==> src/fixed_frame_command_decoder_core_defines.svh <==
// assertion macros for the fixed frame command decoder
// no dependencies; included by the top level before its assertions
`ifndef FIXED_FRAME_COMMAND_DECODER_CORE_DEFINES_SVH
`define FIXED_FRAME_COMMAND_DECODER_CORE_DEFINES_SVH

// same-cycle implication, disabled during reset
`define FCD_ASSERT_NOW(label, clk, rst, ante, cons, msg) \
  label: assert property (@(posedge clk) disable iff (rst) (ante) |-> (cons)) \
    else $error(msg);

// next-cycle implication, disabled during reset
`define FCD_ASSERT_NEXT(label, clk, rst, ante, cons, msg) \
  label: assert property (@(posedge clk) disable iff (rst) (ante) |=> (cons)) \
    else $error(msg);

`endif

==> src/fcd_pkg.sv <==
// shared types, constants and helper functions for the fixed frame command decoder
// no dependencies
`timescale 1ns / 1ps

package fcd_pkg;

  localparam int FRAME_LEN = 9;
  localparam int STORE_DEPTH = FRAME_LEN - 1;
  localparam int CNT_W = 4;
  localparam int IDX_W = $clog2(STORE_DEPTH);

  localparam logic [7:0] HDR_BYTE  = 8'h00;
  localparam logic [7:0] TRL_BYTE  = 8'hEF;
  localparam logic [7:0] CMD_CODE  = 8'h0A;
  localparam logic [7:0] CMD_COORD = 8'h0C;
  localparam logic [7:0] CMD_GRAB  = 8'h0D;
  localparam logic [7:0] GRAB_OK   = 8'h02;
  localparam logic [7:0] SIGN_POS  = 8'h0A;

  localparam int DIGIT_W = 6;
  localparam int COORD_W = 13;

  typedef enum logic [2:0] {
    KIND_CODE    = 3'd0,
    KIND_COORD   = 3'd1,
    KIND_GRAB_OK = 3'd2,
    KIND_GRAB_OTHER = 3'd3,
    KIND_UNKNOWN = 3'd4
  } kind_t;

  // ascii code of the leading decimal digit, zero gives '0'
  function automatic logic [DIGIT_W-1:0] lead_digit(input logic [7:0] v);
    logic [3:0] d;
    case (v) inside
      [8'd200:8'd255]: d = 4'd2;
      [8'd100:8'd199]: d = 4'd1;
      [8'd90:8'd99]:   d = 4'd9;
      [8'd80:8'd89]:   d = 4'd8;
      [8'd70:8'd79]:   d = 4'd7;
      [8'd60:8'd69]:   d = 4'd6;
      [8'd50:8'd59]:   d = 4'd5;
      [8'd40:8'd49]:   d = 4'd4;
      [8'd30:8'd39]:   d = 4'd3;
      [8'd20:8'd29]:   d = 4'd2;
      [8'd10:8'd19]:   d = 4'd1;
      default:         d = v[3:0];
    endcase
    return DIGIT_W'(6'd48 + {2'b00, d});
  endfunction

  // (hi << 4) | lo, negated unless the sign byte is the positive mark
  function automatic logic [COORD_W-1:0] coord_field(input logic [7:0] sign,
                                                     input logic [7:0] hi,
                                                     input logic [7:0] lo);
    logic [COORD_W-1:0] v;
    v = {1'b0, hi, 4'b0000} | {5'b00000, lo};
    if (sign != SIGN_POS) begin
      v = COORD_W'(0) - v;
    end
    return v;
  endfunction

endpackage

==> src/fixed_frame_command_decoder_core.sv <==
// top level of the fixed frame command decoder: byte gathering, frame check, result register
// depends on fcd_pkg and fixed_frame_command_decoder_core_defines.svh
`timescale 1ns / 1ps
`include "fixed_frame_command_decoder_core_defines.svh"

// Takes one received byte per beat and counts them into 9-byte frames with
// no resynchronization. Bytes 0 to 7 go into a small frame register; when the
// ninth byte is taken, the header (byte 0 = 0x00) and trailer (0xEF) are
// checked and a good frame is decoded by its command byte in the same cycle
// into the result register, which shows it on the next cycle. A bad frame is
// dropped with no result. Throughput is one byte per clock: in_ready drops
// only for the ninth byte of a frame while the result register still holds a
// result that has not been taken.
module fixed_frame_command_decoder_core
  import fcd_pkg::*;
(
  input  logic                      clk,
  input  logic                      rst,
  input  logic                      in_valid,
  output logic                      in_ready,
  input  logic [7:0]                rx_byte,
  output logic                      out_valid,
  input  logic                      out_ready,
  output logic [2:0]                frame_kind,
  output logic [DIGIT_W-1:0]        digit_a0,
  output logic [DIGIT_W-1:0]        digit_a1,
  output logic [DIGIT_W-1:0]        digit_a2,
  output logic [DIGIT_W-1:0]        digit_b0,
  output logic [DIGIT_W-1:0]        digit_b1,
  output logic [DIGIT_W-1:0]        digit_b2,
  output logic signed [COORD_W-1:0] coord_x,
  output logic signed [COORD_W-1:0] coord_y
);

  logic [CNT_W-1:0]   byte_count;
  logic [CNT_W-1:0]   byte_count_next;
  logic [7:0]         frame_bytes [STORE_DEPTH];
  logic               last_byte;
  logic               in_fire;
  logic               frame_ok;
  logic               load_result;
  logic               out_valid_next;

  kind_t              kind_c;
  logic [DIGIT_W-1:0] digit_c [6];
  logic [COORD_W-1:0] coord_x_c;
  logic [COORD_W-1:0] coord_y_c;

  // an out of range count also ends the frame
  assign last_byte = (byte_count >= CNT_W'(FRAME_LEN - 1));
  assign in_ready  = !last_byte || !out_valid || out_ready;
  assign in_fire   = in_valid && in_ready;
  assign frame_ok  = (frame_bytes[0] == HDR_BYTE) && (rx_byte == TRL_BYTE);
  assign load_result = in_fire && last_byte && frame_ok;

  always_comb begin
    byte_count_next = byte_count;
    if (in_fire) begin
      byte_count_next = last_byte ? '0 : byte_count + CNT_W'(1);
    end
  end

  assign out_valid_next = load_result || (out_valid && !out_ready);

  always_ff @(posedge clk) begin
    if (rst) begin
      byte_count <= '0;
      out_valid  <= 1'b0;
    end else begin
      byte_count <= byte_count_next;
      out_valid  <= out_valid_next;
    end
  end

  always_ff @(posedge clk) begin
    if (in_fire && !last_byte) begin
      frame_bytes[byte_count[IDX_W-1:0]] <= rx_byte;
    end
  end

  // decode by command byte, unused fields stay zero
  always_comb begin
    kind_c    = KIND_UNKNOWN;
    coord_x_c = '0;
    coord_y_c = '0;
    for (int i = 0; i < 6; i++) begin
      digit_c[i] = '0;
    end
    case (frame_bytes[1])
      CMD_CODE: begin
        kind_c = KIND_CODE;
        for (int i = 0; i < 6; i++) begin
          digit_c[i] = lead_digit(frame_bytes[i + 2]);
        end
      end
      CMD_COORD: begin
        kind_c    = KIND_COORD;
        coord_x_c = coord_field(frame_bytes[2], frame_bytes[3], frame_bytes[4]);
        coord_y_c = coord_field(frame_bytes[5], frame_bytes[6], frame_bytes[7]);
      end
      CMD_GRAB: begin
        kind_c = (frame_bytes[2] == GRAB_OK) ? KIND_GRAB_OK : KIND_GRAB_OTHER;
      end
      default: begin
        kind_c = KIND_UNKNOWN;
      end
    endcase
  end

  always_ff @(posedge clk) begin
    if (load_result) begin
      frame_kind <= kind_c;
      digit_a0   <= digit_c[0];
      digit_a1   <= digit_c[1];
      digit_a2   <= digit_c[2];
      digit_b0   <= digit_c[3];
      digit_b1   <= digit_c[4];
      digit_b2   <= digit_c[5];
      coord_x    <= coord_x_c;
      coord_y    <= coord_y_c;
    end
  end

  `FCD_ASSERT_NOW(a_count_range, clk, rst, 1'b1,
                  byte_count <= CNT_W'(FRAME_LEN - 1),
                  "byte count beyond frame length")
  `FCD_ASSERT_NEXT(a_count_wrap, clk, rst, in_fire && last_byte,
                   byte_count == '0,
                   "count did not restart after last byte")
  `FCD_ASSERT_NEXT(a_no_early_result, clk, rst, in_fire && !last_byte,
                   out_valid == $past(out_valid && !out_ready),
                   "result raised before frame end")
  `FCD_ASSERT_NOW(a_coord_zero, clk, rst, out_valid && frame_kind != KIND_COORD,
                  coord_x == '0 && coord_y == '0,
                  "coordinates set outside coordinate result")

endmodule

==> config.mk <==
export PLATFORM = sky130hd
export DESIGN_NAME = fixed_frame_command_decoder_core
export DESIGN_NICKNAME = d
export VERILOG_FILES = /design/src/fcd_pkg.sv /design/src/fixed_frame_command_decoder_core.sv
export VERILOG_INCLUDE_DIRS = /design/src /design/src/src
export SDC_FILE = /design/constraint.sdc
export NUM_CORES = 1
export LEC_CHECK = 0
export BUFFER_PORTS_ARGS = -buffer_cell sky130_fd_sc_hd__buf_2
export CAP_MARGIN = 20
export CORE_UTILIZATION = 54
export DETAILED_ROUTE_END_ITERATION = 10
export PLACE_DENSITY_LB_ADDON = 0.08
export SLEW_MARGIN = 20
export SYNTH_ARGS = -nofsm -noshare
export SYNTH_HDL_FRONTEND = slang
export SYNTH_SLANG_ARGS = --single-unit
==> constraint.sdc <==
create_clock -name clk -period 7.7 [get_ports clk]
set_clock_uncertainty 0.2 [all_clocks]
set_input_delay 1.54 -clock clk [delete_from_list [all_inputs] [get_ports clk]]
set_output_delay 1.54 -clock clk [all_outputs]
set_load 0.02 [all_outputs]
Word level (Yosys, flattened, before mapping) --
Memories as Yosys holds them, arrays and structs flattened. Cells that the tools add are included.
Storage, ports and cells: bits in registers 70, input port bits 12, bits in writable memories 64, memories 1, output and inout port bits 67
Memories:
- frame_bytes | words 8, width 8, read ports 8, clocked after Yosys merged registers in 0, wr ports 1, line fixed_frame_command_decoder_core.sv:37 | logic [7:0] frame_bytes [STORE_DEPTH];
Operators by class: bitwise gates (word level) 2, $lt $le $gt $ge 133, add/sub/neg operators 9, equality and inequality tests 7, reductions and logical operators 79, muxes and demuxes 79
Operator list (number):
- $mux W4 | 73
- $ge A8 B7 Y1 const B | 24
- $le A8 B7 Y1 const B | 24
- $ge A8 B6 Y1 const B | 18
- $le A8 B6 Y1 const B | 18
- $ge A8 B5 Y1 const B | 12
- $le A8 B5 Y1 const B | 12
- $le A8 B8 Y1 const B | 12
- $logic_and A1 B1 Y1 | 72
- $ge A8 B4 Y1 const B | 6
- $ge A8 B8 Y1 const B | 6
- $add A5 B5 Y6 const A | 6
- $mux W13 | 2
- $sub A1 B12 Y13 const A | 2
- $eq A8 B4 Y1 const B | 3
- $or A12 B8 Y12 | 2
- $ne A8 B4 Y1 const B | 2
- $pmux W3 S3 | 1
- $eq A8 B2 Y1 const B | 1
- $eq A8 B8 Y1 const B | 1
- $logic_not A8 Y1 | 1
- $add A4 B1 Y4 const B | 1
- $ge A4 B4 Y1 const B | 1
- $logic_not A1 Y1 | 3
- 2 further kinds | 6

Depth between registers and ports, before layout --
Gate-level depths: netlist (run 1).
depth after elaboration 15, mapped depth 8

Worst setup path after synthesis (run 1) --
No wires, ideal clock.
kind input port to flip-flop, start in out_ready, end reg coord_x[0] (enable), required time 6897 ps, stages on the path 3, setup slack -273 ps, arrival 7170 ps, path buffers 0, path through nand3b_1 > nand2_1 > nor4_1
Between the ends: cells in the longest elaborated chain, start to end 4
Ends and longest elaborated chain:
- start, declared | line fixed_frame_command_decoder_core.sv:23 | input logic out_ready,
- $logic_or A1 B1 Y1 | line fixed_frame_command_decoder_core.sv:51 | assign in_ready = !last_byte || !out_valid || out_ready;
- $logic_and A1 B1 Y1 | line fixed_frame_command_decoder_core.sv:52 | assign in_fire = in_valid && in_ready;
- $logic_and A1 B1 Y1 (2 in a row) | line fixed_frame_command_decoder_core.sv:54 | assign load_result = in_fire && last_byte && frame_ok;
- named net load_result | line fixed_frame_command_decoder_core.sv:41 | logic load_result;
- end signal, assigned | line fixed_frame_command_decoder_core.sv:119 | coord_x <= coord_x_c;
- end, declared | line fixed_frame_command_decoder_core.sv:31 | output logic signed [COORD_W-1:0] coord_x,
The timed path passes the listed nets, and every way through them passes these cells. A chain may end at the register's enable or synchronous reset.

Worst setup path in the final report (run 1) --
start in out_ready, end out in_ready
Between the ends: cells in the longest elaborated chain, start to end 1
Ends and longest elaborated chain:
- $logic_or A1 B1 Y1 | line fixed_frame_command_decoder_core.sv:51
- end, declared | line fixed_frame_command_decoder_core.sv:20 | output logic in_ready,
Every way passes these cells.

==> results.tsv, run 1 <==
metric	value	unit
status	complete, no violations	
Initial DRC Count	639	
WP depth	3	
RSZ-0062 raised after global routing	false	
Port Buffers	78	
kind of critical path	input pin to primary output	
vias	5977	
Routed WL	16660	µm
Crit-path slowest cell	buf_2	
RR Startpoint	frame_bytes[4][1]	
DIE HEIGHT	117.9	µm
FF-to-FF setup slack	4.77	ns
Synth top area share	48.86	%
first-pass GRT wire length	27060	µm
Synthesized Nets	765	
Max Fclk	269.6	MHz
antenna viol nets, final	0	
Ys Warns	0	
number of remaining DRC errors	0	
Setup Buffers After CTS	0	
most frequent cells in the layout	edfxtp_1, nor2_1, buf_2, nand2_1, a21oi_1	
critical path peak fanout	2	
n_diodes	0	
share of cells above drive strength 1	16.90	%
Critical Path Start Type	input pin	
wire per inst	17.37	µm
Synth Cell Area	7252	µm²
FF-to-FF End	digit_a2[3]	
Rows	41	
Crit path buffers/inverters	2	
max_slew headroom	33.97	%
latest clock arrival within the worst-skew pair	0.42	ns
P_leak	0.002678	µW
IO Count	79	
hold path depth	2	
initial antenna violation count	0	
VDD IR max	0.1596	mV
gp weighted congestion	0.8874	
Synth Instances	747	
Tmin final	3.709	ns
crit-path most repeated cell	buf_2	
Critical Path Source	out_ready	
Mapped Avg Cell Area	9.708	µm²
CTS Buf Count	17	
PwrDens	194.1	nW/µm²
Starting Density	56.32	%
Worst Hold Launch	byte_count[0]	
MaxCap Viol Count	0	
crit end category	primary output	
CP arrival	1.97	ns
worst hold path class	flop to flop	
first drt pass iteration count	5	
CTS HTree Levels	4	
WHS Endpoint	byte_count[0]	
Post-synth top flop	edfxtp_1	
setup TNS	0	ns
CTS root buffer	clkbuf_16	
hold_buf cts	0	
Final Cycle Share	48.17	%
clk sink count	123	
cell-by-cell trace of the critical path	buf_2 -> nand3b_1 -> buf_2	
most common cell after layout, fill and taps aside	edfxtp_1	
ranking of synthesized cells by area	edfxtp_1, nor2_1, a21oi_1	
vias in the first global route	5374	
synth unique cells	74	
Via density	6.233	
final-report hold violation count	0	
async set or reset register ratio after synthesis	0	%
Layout area overhead	12.72	%
Overflow after GRT	0	
clock-pin slew on the worst setup and hold paths	0.06	ns
# fillers	1031	
Worst path top cell family by delay	buffers and inverters	
#FFs+latches synth	123	
total track usage	24.69	%
fin area	8174	µm²
CORE AREA	12880	µm²
area leader, netlist	edfxtp_1	
die width	117.9	µm
Die Area	13900	µm²
largest net degree at the start of global routing	39	
R2R depth	7	
final setup fails	0	
Worst Tran Pin Value	0.9829	ns
Max Slew Vio Count	0	
WP data required	5.96	ns
Post-synth EDFFs	118	
CTS tree	yes	
HPWL Detailed	11030	µm
Post-DP Area	7551	µm²
final net count	792	
post-cts resize count	0	
Seq/Total Area, Yosys	50.24	%
peak per-stage delay on the critical path	0.17	ns
CTS max path bufs	2	
## cells in the mapped netlist (all sizes together), types with 5 or more instances
library cell  count
a2111oi           9
a211o             5
a211oi            9
a21oi            47
a31oi            14
and3              5
buf              21
clkbuf           52
dfxtp             5
edfxtp          118
ha                6
inv              28
nand2            55
nand2b           22
nand3            17
nand3b            6
nand4            13
nor2             93
nor2b            10
nor3             20
nor4              9
nor4b             5
o211ai            5
o21ai            41
o21bai            6
o311ai            5
o31ai            11
or2               8
or4               5
xnor2            15
xor2              5
## final cells by class
type	instances	area, µm²	share of cell area [%]
Clock buffer	17	425.4	5.204
Clock inverter	15	186.4	2.281
Inverter	28	105.1	1.286
Multi-Input combinational cell	523	3182	38.93
Sequential cell	123	3643	44.57
Tap cell	172	215.2	2.633
Timing Repair Buffer	81	416.7	5.097
## routing by layer
metal | part of all wire [%] | up-vias | wire length (µm) | GRT usage [%]
met2 | 46 | 265 | 7735 | 37.79
met4 | 2.5 | 0 | 420 | 10.26
li1 | - | 2865 | - | -
met3 | 6.5 | 30 | 1085 | 4.748
met5 | 0 | - | 0 | 0
met1 | 45 | 2817 | 7416 | 34.33
## flip-flops by register name (all words and copies together), names as in the netlist, 4 cells and up
name / cells
frame_bytes: 64
digit_a0: 4
coord_x: 13
digit_a2: 4
coord_y: 13
digit_b1: 4
digit_b0: 4
digit_b2: 5
digit_a1: 4
byte_count: 4
## cells by family (layout without fill, tap and decap cells)
logic type / after synthesis / count (layout) / share of synthesized area, %
compound gates: 203 / 203 / 19.38
simple gates: 289 / 289 / 20.15
xor+xnor: 20 / 20 / 2.415
fa+ha+maj: 8 / 8 / 1.311
buf+inv: 101 / 141 / 6.090
flops: 123 / 123 / 50.24
mux: 3 / 3 / 0.4141
## through the flow
| stage | util (%) | total power [µW] | instances | hold WS [ns] | setup WS [ns] |
|---|---|---|---|---|---|
| after floorplan | - | 769.5 | 747 | 0.2605 | 2.016 |
| final | 63.48 | 1587 | 959 | 0.3185 | 3.991 |
| after detailed placement | 58.64 | 784.0 | 926 | 0.3190 | 3.329 |
| after global placement | 58.64 | 783.0 | 926 | 0.3070 | 3.404 |
| after CTS | 63.40 | 1594 | 958 | 0.3261 | 3.771 |
| after global routing | 63.48 | 1624 | 959 | 0.3407 | 3.976 |
## worst reg2reg max path: stages, from the launching register on
cell	delay, ns
edfxtp_1	0.54
inv_1	0.18
ha_1	0.31
nor3_1	0.39
a211oi_1	0.13
o21ai_0	0.28
nand4_1	0.14
a2111oi_0	0.50
## worst max-delay path by stage
stage	slack [ns]	to
floorplan	2.02	coord_x[0]
global placement	3.40	digit_a1[1]
detailed placement	3.33	digit_a1[1]
CTS	3.77	coord_y[4]
global route	3.98	in_ready
finish	3.99	in_ready
## power breakdown
group,leakage (µW),total [µW],switching [µW],internal [µW]
registers,0.000998,743,6.75,736
clock network,0.000289,817,304,513
logic,0.00139,27.3,18.7,8.60
Note: power is estimated with default switching activity, not from simulation.
==> run 2: changes to the inputs <==
Settings changed: CORE_UTILIZATION 54 to 59.
Clock period 7.7 ns to 3.75 ns, I/O delays scaled along.
==> run 2 against run 1 <==
Compared with the run above:
- cell count down 2.7%
- clock-buffer cell count unchanged
- non-clock buffer count unchanged
- utilization up 4.1 points
- largest cell class unchanged
- largest power group unchanged
- highest routed layer unchanged
==> results.tsv, run 2 (synthesized netlist as in run 1, its figures left out) <==
metric	value	unit	change
VDD IR max	0.3239	mV	was 0.1596 mV
most frequent cells in the layout	edfxtp_1, nor2_1, buf_2, nand2_1, a21oi_1		unchanged
Worst Tran Pin Value	1.016	ns	was 0.9829 ns
multi-input logic area	3187	µm²	was 3182 µm²
Critical Path Source	frame_bytes[4][1]		was out_ready
Setup Buffers After CTS	0		unchanged
final net count	792		unchanged
net switching power	632.4	µW	was 329.1 µW
DIE HEIGHT	112.9	µm	was 117.9 µm
Layout area overhead	11.87	%	was 12.72%
Routed WL	16830	µm	was 16660 µm
Net Sw Frac	19.82	%	was 20.74%
Overflow after GRT	0		unchanged
antenna viol nets, final	0		unchanged
placed cell count	902		was 926
CTS Buf Count	17		unchanged
R2R depth	7		unchanged
Max Fclk	367.1	MHz	
gp weighted congestion	0.9072		was 0.8874
share of cells above drive strength 1	16.54	%	was 16.90%
largest net degree at the start of global routing	39		unchanged
crit end category	flop		was primary output
worst hold path class	flop to flop		unchanged
Sequential cell area	3643	µm²	unchanged
FF-to-FF End	digit_a2[3]		unchanged
first-pass GRT wire length	27340	µm	was 27060 µm
combinational share of power	1.8	%	was 1.7%
n_diodes	0		unchanged
IO Count	79		unchanged
CP arrival	2.72	ns	was 1.97 ns
Initial DRC Count	589		was 639
vias in the first global route	5445		was 5374
Via density	6.476		was 6.233
first drt pass iteration count	5		unchanged
Tmin final	2.724	ns	
Final Cycle Share	72.64	%	
total track usage	27.53	%	was 24.69%
max reg flops	64		unchanged
HPWL Detailed	11200	µm	was 11030 µm
WP data required	3.75	ns	was 5.96 ns
critical path peak fanout	10		was 2
MaxCap Viol Count	0		unchanged
Int Pwr	2558	µW	was 1258 µW
sequential share of power	47.9	%	was 46.8%
CTS tree	yes		unchanged
post-cts resize count	0		unchanged
FF-to-FF setup slack	1.03	ns	was 4.77 ns
CTS max path bufs	2		unchanged
CORE AREA	12010	µm²	was 12880 µm²
P_leak	0.002666	µW	was 0.002678 µW
CTS root buffer	clkbuf_16		unchanged
RR Startpoint	frame_bytes[4][1]		unchanged
kind of critical path	flop to flop		was input pin to primary output
Clk pwr share	50.3	%	was 51.5%
clock-pin slew on the worst setup and hold paths	0.06	ns	about the same
max_slew headroom	31.75	%	was 33.97%
fin cells	933		was 959
Die Area	12740	µm²	was 13900 µm²
wire per inst	18.03	µm	was 17.37 µm
final setup fails	0		unchanged
Max Slew Vio Count	0		unchanged
latest clock arrival within the worst-skew pair	0.42	ns	about the same
RSZ-0062 raised after global routing	false		unchanged
hold_buf cts	0		unchanged
most common cell after layout, fill and taps aside	edfxtp_1		unchanged
setup TNS	0	ns	unchanged
Port Buffers	78		unchanged
Starting Density	60.37	%	was 56.32%
PwrDens	393.2	nW/µm²	was 194.1 nW/µm²
number of remaining DRC errors	0		unchanged
Critical Path Start Type	flop		was input pin
final-report hold violation count	0		unchanged
initial antenna violation count	1		was 0
status	complete, no violations		unchanged
CP endpoint	digit_a2[3]		was in_ready
CTS HTree Levels	4		unchanged
die width	112.9	µm	was 117.9 µm
clk sink count	123		unchanged
Rows	40		was 41
# fillers	936		was 1031
vias	6042		was 5977
run 2: changes by cell type in the layout (fill, tap and decap cells not counted):
cell and delta:
inv_6 -5, clkinv_1 +3, clkinv_2 +2, buf_4 +1, buf_6 -1, clkinv_4 -1
nor3_1 -1, nor3_2 +1
run 2: power groups by stage:
stage | clock, µW | sequential, µW | combinational (µW)
floorplan | 0 | 1550 | 35.1
global placement | 0 | 1550 | 54.8
detailed placement | 0 | 1550 | 57.5
CTS | 1620 | 1530 | 57.9
global route | 1680 | 1530 | 64.2
finish | 1600 | 1530 | 58.5
run 2: metal layers:
metal	up-vias	global-route usage (%)	part of all wire, %
li1	2870	-	-
met1	2848	38.24	44
met2	284	42.63	46
met3	40	5.196	7.0
met4	0	11.93	2.9
met5	-	0	0
run 2: layout make-up:
type	instances	share of cell area (%)
sequential	123	44.91
clock inverter	14	1.912
clock buffer	17	5.244
timing repair buffer	81	5.089
inverter	28	1.295
multi-input combinational	523	39.28
tap	147	2.267
run 2: worst max-delay path, cell delays in order (launching register included):
cell and delay [ns]:
edfxtp_1 0.56, inv_1 0.16, ha_1 0.30, nor3_1 0.36, a211oi_1 0.12, o21ai_0 0.26
nand4_1 0.14, a2111oi_0 0.40
run 2: worst min-delay path by stage:
stage | startpoint | endpoint | slack [ns] | cells past startpoint
4_1_cts | out_valid | out_valid | 0.35 | 2
2_1_floorplan | byte_count[0] | byte_count[0] | 0.26 | 2
3_5_place_dp | byte_count[0] | byte_count[0] | 0.31 | 2
6_report | out_valid | out_valid | 0.34 | 2
5_1_grt | rst | byte_count[1] | 0.38 | 2
3_3_place_gp | byte_count[0] | byte_count[0] | 0.28 | 2
run 2: stage by stage:
step           hold WS [ns]  util (%)  instance area [µm²]  power [µW]  worst slack, ns
2_1_floorplan        0.2605         -                 7267        1580           0.1303
3_3_place_gp         0.2841     62.67                 7527        1608            1.107
3_5_place_dp         0.3142     62.67                 7527        1611            1.018
4_1_cts              0.3490     67.50                 8108        3202            1.053
5_1_grt              0.3802     67.54                 8113        3268           0.7575
6_report             0.3416     67.54                 8113        3190            1.026
